--- config.mk ---
export PLATFORM = sky130hd
export DESIGN_NAME = lru_buffer_pool_pin_table
export DESIGN_NICKNAME = d
export VERILOG_FILES = /design/src/hdl/lrubp_pkg.sv /design/src/hdl/lru_buffer_pool_pin_table.sv
export SDC_FILE = /design/constraint.sdc
export NUM_CORES = 2
export LEC_CHECK = 0
export ABC_AREA = 1
export BUFFER_PORTS_ARGS = -buffer_cell sky130_fd_sc_hd__clkbuf_2
export CORE_MARGIN = 3
export CORE_UTILIZATION = 50
export CTS_CLUSTER_SIZE = 20
export DETAILED_ROUTE_END_ITERATION = 10
export PLACE_DENSITY = 0.67
export REMOVE_ABC_BUFFERS = 1
export SYNTH_ARGS = -nofsm -noshare
export SYNTH_HDL_FRONTEND = slang
export SYNTH_SLANG_ARGS = --single-unit
--- constraint.sdc ---
create_clock -name clk -period 8.45 [get_ports clk]
set_input_delay 1.69 -clock clk [delete_from_list [all_inputs] [get_ports clk]]
set_output_delay 1.69 -clock clk [all_outputs]
set_load 0.05 [all_outputs]
--- src/hdl/lrubp_pkg.sv ---
// lrubp_pkg: shared constants of the buffer pool frame table
// opcodes, status codes, lru rank modes, field widths and default sizes; no dependencies
package lrubp_pkg;

  localparam int NUM_FRAMES_DEF      = 16;
  localparam int TEMP_FIFO_DEPTH_DEF = 16;
  localparam int PAGE_BITS_DEF       = 32;

  localparam int OP_W    = 3;
  localparam int TAB_W   = 8;
  localparam int PG_W    = 32;
  localparam int CFG_W   = 5;
  localparam int ST_W    = 2;
  localparam int FRM_W   = 4;
  localparam int IN_DW   = 48;
  localparam int OUT_DW  = 80;

  localparam logic [OP_W-1:0] OP_ACCESS   = 3'd0;
  localparam logic [OP_W-1:0] OP_PIN      = 3'd1;
  localparam logic [OP_W-1:0] OP_UNPIN    = 3'd2;
  localparam logic [OP_W-1:0] OP_RELEASE  = 3'd3;
  localparam logic [OP_W-1:0] OP_DIRTY    = 3'd4;
  localparam logic [OP_W-1:0] OP_TEMP     = 3'd5;
  localparam logic [OP_W-1:0] OP_TEMP_PIN = 3'd6;

  localparam logic [ST_W-1:0] ST_HIT     = 2'd0;
  localparam logic [ST_W-1:0] ST_PLACED  = 2'd1;
  localparam logic [ST_W-1:0] ST_NOFRAME = 2'd2;
  localparam logic [ST_W-1:0] ST_ABSENT  = 2'd3;

  // lru rank update modes
  localparam logic [2:0] M_KEEP  = 3'd0;
  localparam logic [2:0] M_ZERO  = 3'd1;
  localparam logic [2:0] M_TAKE  = 3'd2;
  localparam logic [2:0] M_FRONT = 3'd3;
  localparam logic [2:0] M_TOUCH = 3'd4;

  typedef logic [2:0] lru_mode_t;

endpackage

--- src/hdl/lru_buffer_pool_pin_table.sv ---
// lru_buffer_pool_pin_table: frame table of a page buffer pool with lru and pinning
// depends on lrubp_pkg; tags and the temp number fifo live in memories with a registered read
// an item passes setup, a scan of the tag memory (one read per frame) and the
// single update cycle, which waits while the output register still holds a result;
// a new item is taken only once the previous one has left the update cycle
// a new item is taken while the previous result still waits in the output register
// reset: synchronous active low; clears valid, pin, dirty, ranks, fifo count,
// temp counter and sets frames_in_use to 16; tag and fifo memories are not cleared
module lru_buffer_pool_pin_table #(
  parameter int NUM_FRAMES      = lrubp_pkg::NUM_FRAMES_DEF,
  parameter int TEMP_FIFO_DEPTH = lrubp_pkg::TEMP_FIFO_DEPTH_DEF,
  parameter int PAGE_BITS       = lrubp_pkg::PAGE_BITS_DEF
) (
  input  logic                        clk,
  input  logic                        rst_n,
  input  logic                        cfg_we,
  input  logic [lrubp_pkg::CFG_W-1:0] cfg_wdata,
  input  logic                        in_tvalid,
  output logic                        in_tready,
  // op [2:0], table_id [10:3], page_num [42:11], zero [47:43]
  input  logic [lrubp_pkg::IN_DW-1:0] in_tdata,
  output logic                        out_tvalid,
  input  logic                        out_tready,
  // status [1:0], frame [5:2], page_out [37:6], load_needed [38],
  // evict_dirty [39], evict_table [47:40], evict_page [79:48]
  output logic [lrubp_pkg::OUT_DW-1:0] out_tdata
);
  import lrubp_pkg::*;

  localparam int FW  = $clog2(NUM_FRAMES);
  localparam int SW  = FW + 1;
  localparam int LW  = (FW + 1 > CFG_W) ? FW + 1 : CFG_W;
  localparam int AW  = (TEMP_FIFO_DEPTH > 1) ? $clog2(TEMP_FIFO_DEPTH) : 1;
  localparam int CW  = $clog2(TEMP_FIFO_DEPTH + 1);
  localparam int TW  = TAB_W + PAGE_BITS;

  localparam logic [2:0] S_IDLE  = 3'd0;
  localparam logic [2:0] S_SETUP = 3'd1;
  localparam logic [2:0] S_SCAN  = 3'd2;
  localparam logic [2:0] S_EXEC  = 3'd3;

  logic [2:0] state_r, state_nxt;

  // latched item
  logic [OP_W-1:0]      op_r;
  logic [TAB_W-1:0]     tab_r;
  logic [PAGE_BITS-1:0] pg_r;
  // search key (temp number resolved)
  logic [TAB_W-1:0]     key_tab_r;
  logic [PAGE_BITS-1:0] key_page_r;

  logic [CFG_W-1:0] cfg_r;

  // frame state in flops
  logic [NUM_FRAMES-1:0] valid_r, valid_nxt;
  logic [NUM_FRAMES-1:0] pinned_r, pinned_nxt;
  logic [NUM_FRAMES-1:0] dirty_r, dirty_nxt;
  logic [FW-1:0]         rank_r   [NUM_FRAMES];
  logic [FW-1:0]         rank_nxt [NUM_FRAMES];

  // tag memory
  logic [TW-1:0] tag_mem [NUM_FRAMES];
  logic [TW-1:0] tag_q;
  logic          tag_we;
  logic [FW-1:0] tag_wa;

  // temp number fifo (circular)
  logic [PAGE_BITS-1:0] fifo_mem [TEMP_FIFO_DEPTH];
  logic [PAGE_BITS-1:0] fifo_q;
  logic [AW-1:0]        head_r, head_nxt;
  logic [CW-1:0]        cnt_r, cnt_nxt;
  logic                 push, pop;
  logic [AW:0]          tail_sum;
  logic [AW-1:0]        tail;
  logic [PAGE_BITS-1:0] next_temp_r, next_temp_nxt;

  // scan
  logic [SW-1:0] scan_r;
  logic [FW-1:0] cmp_idx_r;
  logic          cmp_vld_r;
  logic          hit_r;
  logic [FW-1:0] hit_idx_r;
  logic          vf_r;
  logic [FW-1:0] vict_r;
  logic [TW-1:0] vict_tag_r;

  // output register
  logic              out_valid_r;
  logic [OUT_DW-1:0] out_data_r;

  logic in_acc, exec_go;
  assign in_tready  = (state_r == S_IDLE);
  assign in_acc     = in_tvalid && in_tready;
  assign exec_go    = (state_r == S_EXEC) && !out_valid_r;
  assign out_tvalid = out_valid_r;
  assign out_tdata  = out_data_r;

  // lowest free frame below the saturated frames_in_use
  logic [LW-1:0] lim;
  logic          free_found;
  logic [FW-1:0] free_idx;
  always_comb begin
    if (cfg_r == '0) lim = LW'(1);
    else if (LW'(cfg_r) > LW'(NUM_FRAMES)) lim = LW'(NUM_FRAMES);
    else lim = LW'(cfg_r);
    free_found = 1'b0;
    free_idx   = '0;
    for (int i = 0; i < NUM_FRAMES; i++) begin
      if (!free_found && !valid_r[i] && (LW'(i) < lim)) begin
        free_found = 1'b1;
        free_idx   = FW'(i);
      end
    end
  end

  // update cycle
  logic                 is_temp, pin_req, fok;
  lru_mode_t            mode;
  logic [FW-1:0]        lf, fsel;
  logic [FW-1:0]        rf;
  logic [ST_W-1:0]      st;
  logic [PAGE_BITS-1:0] pout;
  logic                 load, ev;
  logic [TW-1:0]        ev_tag;

  always_comb begin
    is_temp  = (op_r == OP_TEMP) || (op_r == OP_TEMP_PIN);
    pin_req  = (op_r == OP_PIN) || (op_r == OP_TEMP_PIN);
    valid_nxt  = valid_r;
    pinned_nxt = pinned_r;
    dirty_nxt  = dirty_r;
    mode   = M_KEEP;
    lf     = hit_idx_r;
    fsel   = hit_idx_r;
    fok    = 1'b0;
    st     = ST_HIT;
    pout   = key_page_r;
    load   = 1'b0;
    ev     = 1'b0;
    ev_tag = '0;
    tag_we = 1'b0;
    tag_wa = hit_idx_r;
    push   = 1'b0;
    pop    = 1'b0;
    next_temp_nxt = next_temp_r;
    case (op_r)
      OP_ACCESS, OP_PIN, OP_TEMP, OP_TEMP_PIN: begin
        if (hit_r) begin
          fok = 1'b1;
          if (!pinned_r[hit_idx_r]) begin
            if (pin_req) begin
              mode = M_TAKE;
              pinned_nxt[hit_idx_r] = 1'b1;
            end else begin
              mode = M_TOUCH;
            end
          end
        end else if (free_found || vf_r) begin
          fok  = 1'b1;
          st   = ST_PLACED;
          load = !is_temp;
          if (free_found) begin
            fsel = free_idx;
            mode = pin_req ? M_ZERO : M_FRONT;
          end else begin
            fsel = vict_r;
            mode = pin_req ? M_TAKE : M_TOUCH;
            if (dirty_r[vict_r]) begin
              ev     = 1'b1;
              ev_tag = vict_tag_r;
            end
          end
          lf     = fsel;
          tag_we = 1'b1;
          tag_wa = fsel;
          valid_nxt[fsel]  = 1'b1;
          pinned_nxt[fsel] = pin_req;
          dirty_nxt[fsel]  = 1'b0;
        end else begin
          st = ST_NOFRAME;
          if (is_temp) pout = '0;
        end
        // consume the temp number once a frame holds it
        if (is_temp && fok) begin
          if (cnt_r != '0) pop = 1'b1;
          else next_temp_nxt = next_temp_r + PAGE_BITS'(1);
        end
      end
      OP_UNPIN: begin
        if (!hit_r) st = ST_ABSENT;
        else if (pinned_r[hit_idx_r]) begin
          pinned_nxt[hit_idx_r] = 1'b0;
          mode = M_FRONT;
        end
      end
      OP_RELEASE: begin
        if (tab_r == '0) begin
          // temp number goes back to the fifo, dropped when full
          push = (cnt_r < CW'(TEMP_FIFO_DEPTH));
          if (hit_r) begin
            if (!pinned_r[hit_idx_r]) mode = M_TAKE;
            valid_nxt[hit_idx_r]  = 1'b0;
            pinned_nxt[hit_idx_r] = 1'b0;
            dirty_nxt[hit_idx_r]  = 1'b0;
          end else begin
            st = ST_ABSENT;
          end
        end else if (!hit_r) begin
          st = ST_ABSENT;
        end else if (pinned_r[hit_idx_r]) begin
          pinned_nxt[hit_idx_r] = 1'b0;
          mode = M_FRONT;
        end else begin
          if (dirty_r[hit_idx_r]) begin
            ev     = 1'b1;
            ev_tag = {key_tab_r, key_page_r};
          end
          mode = M_TAKE;
          valid_nxt[hit_idx_r]  = 1'b0;
          dirty_nxt[hit_idx_r]  = 1'b0;
        end
      end
      OP_DIRTY: begin
        if (hit_r) dirty_nxt[hit_idx_r] = 1'b1;
        else st = ST_ABSENT;
      end
      default: begin
        st = ST_ABSENT;
      end
    endcase

    // rank update, each frame on its own
    rf = rank_r[lf];
    for (int i = 0; i < NUM_FRAMES; i++) begin
      rank_nxt[i] = rank_r[i];
      if ((FW'(i) != lf) && valid_r[i] && !pinned_r[i]) begin
        case (mode)
          M_TAKE:  if (rank_r[i] > rf) rank_nxt[i] = rank_r[i] - FW'(1);
          M_FRONT: rank_nxt[i] = rank_r[i] + FW'(1);
          M_TOUCH: if (rank_r[i] < rf) rank_nxt[i] = rank_r[i] + FW'(1);
          default: rank_nxt[i] = rank_r[i];
        endcase
      end
    end
    if (mode != M_KEEP) rank_nxt[lf] = '0;
  end

  // fifo pointers
  always_comb begin
    tail_sum = {1'b0, head_r} + (AW + 1)'(cnt_r);
    if (tail_sum >= (AW + 1)'(TEMP_FIFO_DEPTH))
      tail = AW'(tail_sum - (AW + 1)'(TEMP_FIFO_DEPTH));
    else
      tail = AW'(tail_sum);
    head_nxt = head_r;
    cnt_nxt  = cnt_r;
    if (pop) begin
      head_nxt = (head_r == AW'(TEMP_FIFO_DEPTH - 1)) ? '0 : head_r + AW'(1);
      cnt_nxt  = cnt_r - CW'(1);
    end else if (push) begin
      cnt_nxt  = cnt_r + CW'(1);
    end
  end

  // state sequencing
  always_comb begin
    state_nxt = state_r;
    case (state_r)
      S_IDLE:  if (in_acc) state_nxt = S_SETUP;
      S_SETUP: state_nxt = S_SCAN;
      S_SCAN:  if ((scan_r == SW'(NUM_FRAMES)) && !cmp_vld_r) state_nxt = S_EXEC;
      S_EXEC:  if (exec_go) state_nxt = S_IDLE;
      default: state_nxt = S_IDLE;
    endcase
  end

  // memories
  always_ff @(posedge clk) begin
    if (tag_we && exec_go) tag_mem[tag_wa] <= {key_tab_r, key_page_r};
    tag_q <= tag_mem[scan_r[FW-1:0]];
    if (push && exec_go) fifo_mem[tail] <= pg_r;
    fifo_q <= fifo_mem[head_r];
  end

  // payload registers
  always_ff @(posedge clk) begin
    if (in_acc) begin
      op_r  <= in_tdata[2:0];
      tab_r <= in_tdata[10:3];
      pg_r  <= PAGE_BITS'(in_tdata[42:11]);
    end
    if (state_r == S_SETUP) begin
      if ((op_r == OP_TEMP) || (op_r == OP_TEMP_PIN)) begin
        key_tab_r  <= '0;
        key_page_r <= (cnt_r != '0) ? fifo_q : next_temp_r;
      end else begin
        key_tab_r  <= tab_r;
        key_page_r <= pg_r;
      end
    end
    if (state_r == S_SCAN && !(scan_r == SW'(NUM_FRAMES))) cmp_idx_r <= scan_r[FW-1:0];
    if (state_r == S_SCAN && cmp_vld_r) begin
      if (!hit_r && valid_r[cmp_idx_r] && (tag_q == {key_tab_r, key_page_r}))
        hit_idx_r <= cmp_idx_r;
      if (valid_r[cmp_idx_r] && !pinned_r[cmp_idx_r] &&
          (!vf_r || (rank_r[cmp_idx_r] > rank_r[vict_r]))) begin
        vict_r     <= cmp_idx_r;
        vict_tag_r <= tag_q;
      end
    end
    if (exec_go) begin
      out_data_r <= {32'(ev_tag[PAGE_BITS-1:0]), ev_tag[TW-1:PAGE_BITS], ev, load,
                     32'(pout), (st <= ST_PLACED) ? FRM_W'(fsel) : FRM_W'(0), st};
    end
    if (!rst_n) begin
      for (int i = 0; i < NUM_FRAMES; i++) rank_r[i] <= '0;
    end else if (exec_go) begin
      for (int i = 0; i < NUM_FRAMES; i++) rank_r[i] <= rank_nxt[i];
    end
  end

  // control registers
  always_ff @(posedge clk) begin
    if (!rst_n) begin
      state_r     <= S_IDLE;
      cfg_r       <= CFG_W'(16);
      valid_r     <= '0;
      pinned_r    <= '0;
      dirty_r     <= '0;
      head_r      <= '0;
      cnt_r       <= '0;
      next_temp_r <= '0;
      scan_r      <= '0;
      cmp_vld_r   <= 1'b0;
      hit_r       <= 1'b0;
      vf_r        <= 1'b0;
      out_valid_r <= 1'b0;
    end else begin
      state_r <= state_nxt;
      if (cfg_we) cfg_r <= cfg_wdata;
      if (out_valid_r && out_tready) out_valid_r <= 1'b0;
      case (state_r)
        S_SETUP: begin
          scan_r    <= '0;
          cmp_vld_r <= 1'b0;
          hit_r     <= 1'b0;
          vf_r      <= 1'b0;
        end
        S_SCAN: begin
          if (scan_r != SW'(NUM_FRAMES)) begin
            scan_r    <= scan_r + SW'(1);
            cmp_vld_r <= 1'b1;
          end else begin
            cmp_vld_r <= 1'b0;
          end
          if (cmp_vld_r) begin
            if (valid_r[cmp_idx_r] && (tag_q == {key_tab_r, key_page_r})) hit_r <= 1'b1;
            if (valid_r[cmp_idx_r] && !pinned_r[cmp_idx_r]) vf_r <= 1'b1;
          end
        end
        S_EXEC: begin
          if (exec_go) begin
            valid_r     <= valid_nxt;
            pinned_r    <= pinned_nxt;
            dirty_r     <= dirty_nxt;
            head_r      <= head_nxt;
            cnt_r       <= cnt_nxt;
            next_temp_r <= next_temp_nxt;
            out_valid_r <= 1'b1;
          end
        end
        default: begin
        end
      endcase
    end
  end

  // a result appears only from the update cycle
  a_out_from_exec: assert property (@(posedge clk) disable iff (!rst_n)
    $rose(out_valid_r) |-> $past(state_r == S_EXEC))
    else $error("result without update cycle");

  // a pinned frame is always resident
  a_pin_valid: assert property (@(posedge clk) disable iff (!rst_n)
    (pinned_r & ~valid_r) == '0)
    else $error("pinned frame not valid");

  // fifo fill never beyond its depth
  a_fifo_cnt: assert property (@(posedge clk) disable iff (!rst_n)
    cnt_r <= CW'(TEMP_FIFO_DEPTH))
    else $error("fifo count overflow");

  // frame valid bits and fifo count change only in the update cycle
  a_state_hold: assert property (@(posedge clk) disable iff (!rst_n)
    (state_r != S_EXEC) |=> $stable(valid_r) && $stable(cnt_r))
    else $error("frame state changed outside update");

endmodule
Word level (Yosys, flattened, before mapping)
Memories as Yosys holds them, arrays and structs flattened. A register that Yosys moved wholly into a read port is not among the register bits.
Index checks and enable logic that the tools add are counted.
{"block": "word_totals", "register_bits": 321, "inputBits": 58, "output_inout_bits": 82, "elab_cells": 616, "romBits": 0, "latchBits": 0, "ram_bits": 1216, "mem_count": 3}
{"name": "tag_mem", "depth": 16, "width": 40, "rd": 1, "rd_clocked_by_memory_dff": 1, "write_ports": 1, "line": "lru_buffer_pool_pin_table.sv:62", "text": "logic [TW-1:0] tag_mem [NUM_FRAMES];"}
{"name": "fifo_mem", "depth": 16, "width": 32, "rd": 1, "rd_clocked_by_memory_dff": 1, "write_ports": 1, "line": "lru_buffer_pool_pin_table.sv:68", "text": "logic [PAGE_BITS-1:0] fifo_mem [TEMP_FIFO_DEPTH];"}
{"name": "rank_r", "depth": 16, "width": 4, "rd": 19, "rd_clocked_by_memory_dff": 2, "write_ports": 16, "line": "lru_buffer_pool_pin_table.sv:58", "text": "logic [FW-1:0] rank_r [NUM_FRAMES];"}
{"block": "classes", "n_addsub": 39, "n_mul": 0, "n_shift": 0, "eq_ne": 47, "n_div": 0, "bitwise_logic": 31, "order_cmp": 61, "n_reduce_logical": 165, "mux": 245}
{"operator": "$mux W4", "count": 90}
{"operator": "$mux W16", "count": 21}
{"operator": "$mux W40", "count": 8}
{"operator": "$mux W32", "count": 6}
{"operator": "$pmux W4 S3", "count": 16}
{"operator": "$pmux W16 S3", "count": 2}
{"operator": "$logic_and A1 B1 Y1", "count": 80}
{"operator": "$pmux W40 S2", "count": 1}
{"operator": "$add A4 B1 Y4 const B", "count": 17}
{"operator": "$gt A4 B4 Y1", "count": 17}
{"operator": "$sub A4 B1 Y4 const B", "count": 17}
{"operator": "$and A16 B16 Y16", "count": 4}
{"operator": "$and A64 B64 Y64", "count": 1}
{"operator": "$lt A4 B4 Y1", "count": 16}
{"operator": "$mux W64", "count": 1}
{"operator": "$not A64 Y64", "count": 1}
{"operator": "$mux W1", "count": 59}
{"operator": "$logic_not A1 Y1", "count": 54}
{"operator": "$or A16 B16 Y16", "count": 3}
{"operator": "$eq A40 B40 Y1", "count": 1}
{"operator": "$lt A4 B5 Y1 const A", "count": 8}
{"operator": "$add A32 B1 Y32 const B", "count": 1}
{"operator": "$ne A4 B4 Y1 const A", "count": 8}
{"operator": "$not A16 Y16", "count": 2}
{"operator": "56 further kinds", "count": 154}

Logic depth before layout (Yosys ltp)
{"block": "depth", "ltp_word": 82, "mapped_depth": 41, "mapped_depth_nobuf": 39}

Worst setup path after synthesis
No wires, ideal clock.
{"block": "synth_timing", "kind": "register to register", "from": "register state_r[0]", "to": "memory tag_mem[1][0] (netlist bit) (enable)", "path_slack_ns": 0.964, "path_stages_with_launch": 10, "synth_period_minus_slack_ns": 7.486, "t_arrival_ns": 7.047, "required_time_ns": 8.011, "setup_time_ns": 0.439, "path_buffers": 0, "cell_sequence": "dfxtp_1 ha_1 inv_1 nor2_1 inv_1 nor2_1 o21ai_0 a21oi_1 nand2_1 nor2_1"}
{"block": "synth_via", "elab_chain_len": 5}
{"item": "from (decl)", "line": "lru_buffer_pool_pin_table.sv:42", "text": "logic [2:0] state_r, state_nxt;"}
{"item": "from (signal assigned)", "line": "lru_buffer_pool_pin_table.sv:339", "text": "state_r <= state_nxt;"}
{"item": "$eq A3 B2 Y1", "line": "lru_buffer_pool_pin_table.sv:94", "text": "assign exec_go = (state_r == S_EXEC) && !out_valid_r;"}
{"item": "$logic_and A1 B1 Y1", "line": "lru_buffer_pool_pin_table.sv:94"}
{"item": "net exec_go", "line": "lru_buffer_pool_pin_table.sv:91", "text": "logic in_acc, exec_go;"}
{"item": "$logic_and A1 B1 Y1", "line": "lru_buffer_pool_pin_table.sv:279", "text": "if (tag_we && exec_go) tag_mem[tag_wa] <= {key_tab_r, key_page_r};"}
{"item": "$mux W1", "line": "lru_buffer_pool_pin_table.sv:279"}
{"item": "$mux W1 (implied by the code)", "line": "lru_buffer_pool_pin_table.sv:279"}
{"item": "to (decl)", "line": "lru_buffer_pool_pin_table.sv:62"}
The timed path passes the listed nets, and every way through them passes these cells.

==> out/qor.yml <==
sta:
  skew_ns: 0.0736
  tns_ns: 0
  setup_viol: 0
  max_freq_ghz: 0.141
  finalHoldViolCount: 0
  worstMarginPinSlew_ns: 1.28
  rsz0062_at_grt: "false"
  finalCritPeriodShare: 0.840
  post-route-min-period_ns: 7.10
  finalMaxSlewViolations: 0
  relSlewSlack: 0.142
place:
  dpl_cell_area_um2: 75200
  gp_congestion: 0.952
  placedCellCount: 8631
  portBuffers: 134
  dp_hpwl_um: 118000
cts:
  clockBufferDepth: 3
  clk_pin_slew_ns: 0.06
  cts_max_level: 4
  cts_tree: "done"
  cts-root-buf: "clkbuf_16"
  ctsResizeCount: 0
  cts_setup_buffers: 0
  clkLatencyLatePin_ns: 0.83
  clock-sinks: 1616
  hold_buffers: 0
  cts_buffers: 165
global_route:
  grt.met1_usage: 0.378
  grt_pass1_wl_um: 310000
  grt_pass1_vias: 49766
  grtUsageMet3: 0.0477
  overflow: 0
  grt_use_met2: 0.430
  antenna_found_initial: 3
  gr-usage-all-layers: 0.270
  grt_max_degree: 222
  grt-busiest-layer: "met2"
pwr:
  p_per_area_nw_per_um2: 277
  comb_power_share: 0.216
  switchingPower_mw: 7.35
  seq_power_share: 0.463
  max-vdd-ir-drop_mv: 0.223
  p_sw_frac: 0.329
  clock_power_share: 0.321
  total_power_mw: 22.3
  internal_power_mw: 15.0
  p_leak_nw: 28.3
floorplanning:
  ios: 140
  start_util: 0.504
  core_um2: 144000
  die_h_um: 387
  die_width_um: 387
  num_rows: 139
  die-area_um2: 150000
synthesis:
  syn_inst: 6862
  syn_area_um2: 72600
  syn_avg_cell_area_um2: 10.6
  async_flop_share: 0
  synth_edf_count: 1431
  synth_top_area_share: 0.592
  yosysSeqAreaShare: 0.643
  synth_cell_type_count: 56
  yosysTopAreaCell: "edfxtp_1"
  synth-main-ff-cell: "edfxtp_1"
  synthTopCellsByArea: "edfxtp_1 (59%), nand2_1 (6.1%), nor2_1 (5.3%), o21ai_0 (5.2%), dfxtp_1 (5.1%)"
  ys_ff_latch: 1616
  yosys_warnings: 0
worst_setup_path:
  critPathKind: "flop to flop"
  worst_setup_path_end_kind: "flop"
  timing.rr.start: "cfg_r[4]$_SDFFE_PN1P_"
  critPathSlowestCell: "nand2_2"
  reg2reg_to: "rank_r[2][3]$_SDFFCE_PN0P_"
  crit_top_cell: "nand2_1"
  worstPathMaxFanout: 39
  max_stage_delay_ns: 0.81
  reg2reg_slack_ns: 1.35
  cp-start-kind: "flop"
  cp.arrival_ns: 7.66
  crit_required_ns: 9.01
  reg2reg_depth: 39
routing:
  wl_um: 206000
  drt_first_iter_violations: 6383
  ant_nets: 0
  drtPass1Iterations: 7
  detail_route.wl_per_cell_um: 23.0
  vias_per_cell: 5.95
  drc: 0
  num_vias: 53230
cells_and_area:
  area_growth_syn_to_layout_pct: 11.1
  fin_cells: 8940
  nets: 7070
  final_layout_size_suffix_gt1_frac: 0.0883
  nFillCells: 12105
  layout_commonest_cell: "edfxtp_1"
  final_core_util: 0.560
  finish.instance_area_um2: 80600
  final_cell_mix: "edfxtp_1 (1,431), nand2_1 (1,173), nor2_1 (996), o21ai_0 (758), inv_1 (338)"
hold_path:
  holdPathEnd: "vict_tag_r[15]$_DFFE_PP_"
  whs_path_depth: 0
  hp-class: "flop to flop"
  hold_path.startpoint: "tag_q[15]$_DFF_P_"
run_status:
  status: "complete, no violations"
flow_run:
  max-cap-violations: 0
==> metrics by stage <==
step	setup WS, ns	hold slack [ns]
2_1_floorplan	-5.16	0.423
3_3_place_gp	1.58	0.435
3_5_place_dp	1.55	0.434
4_1_cts	1.51	0.437
5_1_grt	0.747	0.445
6_report	1.35	0.436
==> worst max path at each step <==
stage                                 startpoint                          to  slack (ns)  cells past startpoint
final                      cfg_r[4]$_SDFFE_PN1P_  rank_r[2][3]$_SDFFCE_PN0P_        1.35                     39
after global routing       cfg_r[4]$_SDFFE_PN1P_  rank_r[2][3]$_SDFFCE_PN0P_        0.75                     39
after CTS                  cfg_r[4]$_SDFFE_PN1P_  rank_r[2][3]$_SDFFCE_PN0P_        1.51                     39
after detailed placement   cfg_r[4]$_SDFFE_PN1P_  rank_r[8][3]$_SDFFCE_PN0P_        1.55                     39
after global placement     cfg_r[4]$_SDFFE_PN1P_  rank_r[2][3]$_SDFFCE_PN0P_        1.58                     39
after floorplan           scan_r[0]$_SDFFE_PN0P_      scan_r[4]$_SDFFE_PN0P_       -5.16                      8
==> kinds of logic after synthesis <==
logic type               count (synthesis)  share of synthesized area
adder cells (fa/ha/maj)                117                     0.0204
multiplexers                            50                    0.00690
AO/OA/AOI/OAI                         1470                      0.116
XOR/XNOR                               145                     0.0175
AND/OR/NAND/NOR                       2727                      0.157
flip-flops                            1616                      0.643
buffers and inverters                  737                     0.0393
==> final cells by class <==
type | count | area (um^2) | area share
Multi-Input combinational cell | 4509 | 23400 | 0.290
Clock inverter | 93 | 877 | 0.0109
Antenna cell | 1 | 2.50 | 0.0000311
Sequential cell | 1616 | 46700 | 0.579
Tap cell | 1903 | 2380 | 0.0295
Inverter | 377 | 1430 | 0.0178
Clock buffer | 215 | 4470 | 0.0555
Timing Repair Buffer | 226 | 1370 | 0.0170
==> layer usage <==
| metal | up-vias | wire length, um |
|---|---|---|
| met1 | 25973 | 85600 |
| met5 | - | 0 |
| met2 | 2492 | 96100 |
| li1 | 24430 | - |
| met3 | 335 | 18300 |
| met4 | 0 | 5790 |
==> synth_stat cells, types with 5 or more instances <==
| cell | number |
|---|---|
| clkbuf_1 | 304 |
| nand2_2 | 21 |
| dfxtp_1 | 185 |
| a21oi_1 | 258 |
| o221ai_1 | 67 |
| nand4_1 | 80 |
| buf_2 | 21 |
| nor2_4 | 10 |
| a31oi_1 | 43 |
| nand2_1 | 1174 |
| clkinv_1 | 26 |
| xnor2_1 | 50 |
| nand3_4 | 10 |
| nand3_2 | 9 |
| buf_6 | 5 |
| o211ai_1 | 41 |
| a22oi_1 | 8 |
| o32ai_1 | 78 |
| edfxtp_1 | 1431 |
| o22ai_1 | 166 |
| or2_2 | 5 |
| inv_2 | 9 |
| xor2_1 | 95 |
| o21ai_1 | 25 |
| inv_1 | 342 |
| nor2_1 | 1033 |
| nand3_1 | 290 |
| buf_1 | 26 |
| o2111ai_1 | 9 |
| mux2i_1 | 50 |
| nor3_1 | 39 |
| ha_1 | 115 |
| nor4_1 | 28 |
| o21ai_0 | 758 |
| nor2_2 | 18 |
==> power by group through the flow <==
stage / Sequential (mW) / Combinational (mW) / Clock [mW]
finish: 10.3 / 4.82 / 7.15
detailed placement: 10.5 / 4.71 / 0
CTS: 10.3 / 4.74 / 7.24
global placement: 10.4 / 4.60 / 0
floorplan: 10.4 / 3.05 / 0
global route: 10.4 / 5.34 / 7.57
==> flip-flops by register name, indices dropped and copies added (netlist names), 5 cells and up, named ones only <==
signal	cells
dirty_r	16
cfg_r	5
key_tab_r	8
next_temp_r	32
valid_r	16
tab_r	8
fifo_mem	512
key_page_r	32
vict_tag_r	40
rank_r	64
tag_q	40
tag_mem	640
cnt_r	5
fifo_q	32
scan_r	5
out_tdata	80
pg_r	32
==> critical path: cells and delay by family (launching register included) <==
kind	cells	cell delay [ns]
AO/OA/AOI/OAI	4	0.84
adder cells (fa/ha/maj)	1	0.17
buffers and inverters	6	0.70
flip-flops	1	0.50
AND/OR/NAND/NOR	28	4.61
Power figures use the tool's default switching activity.
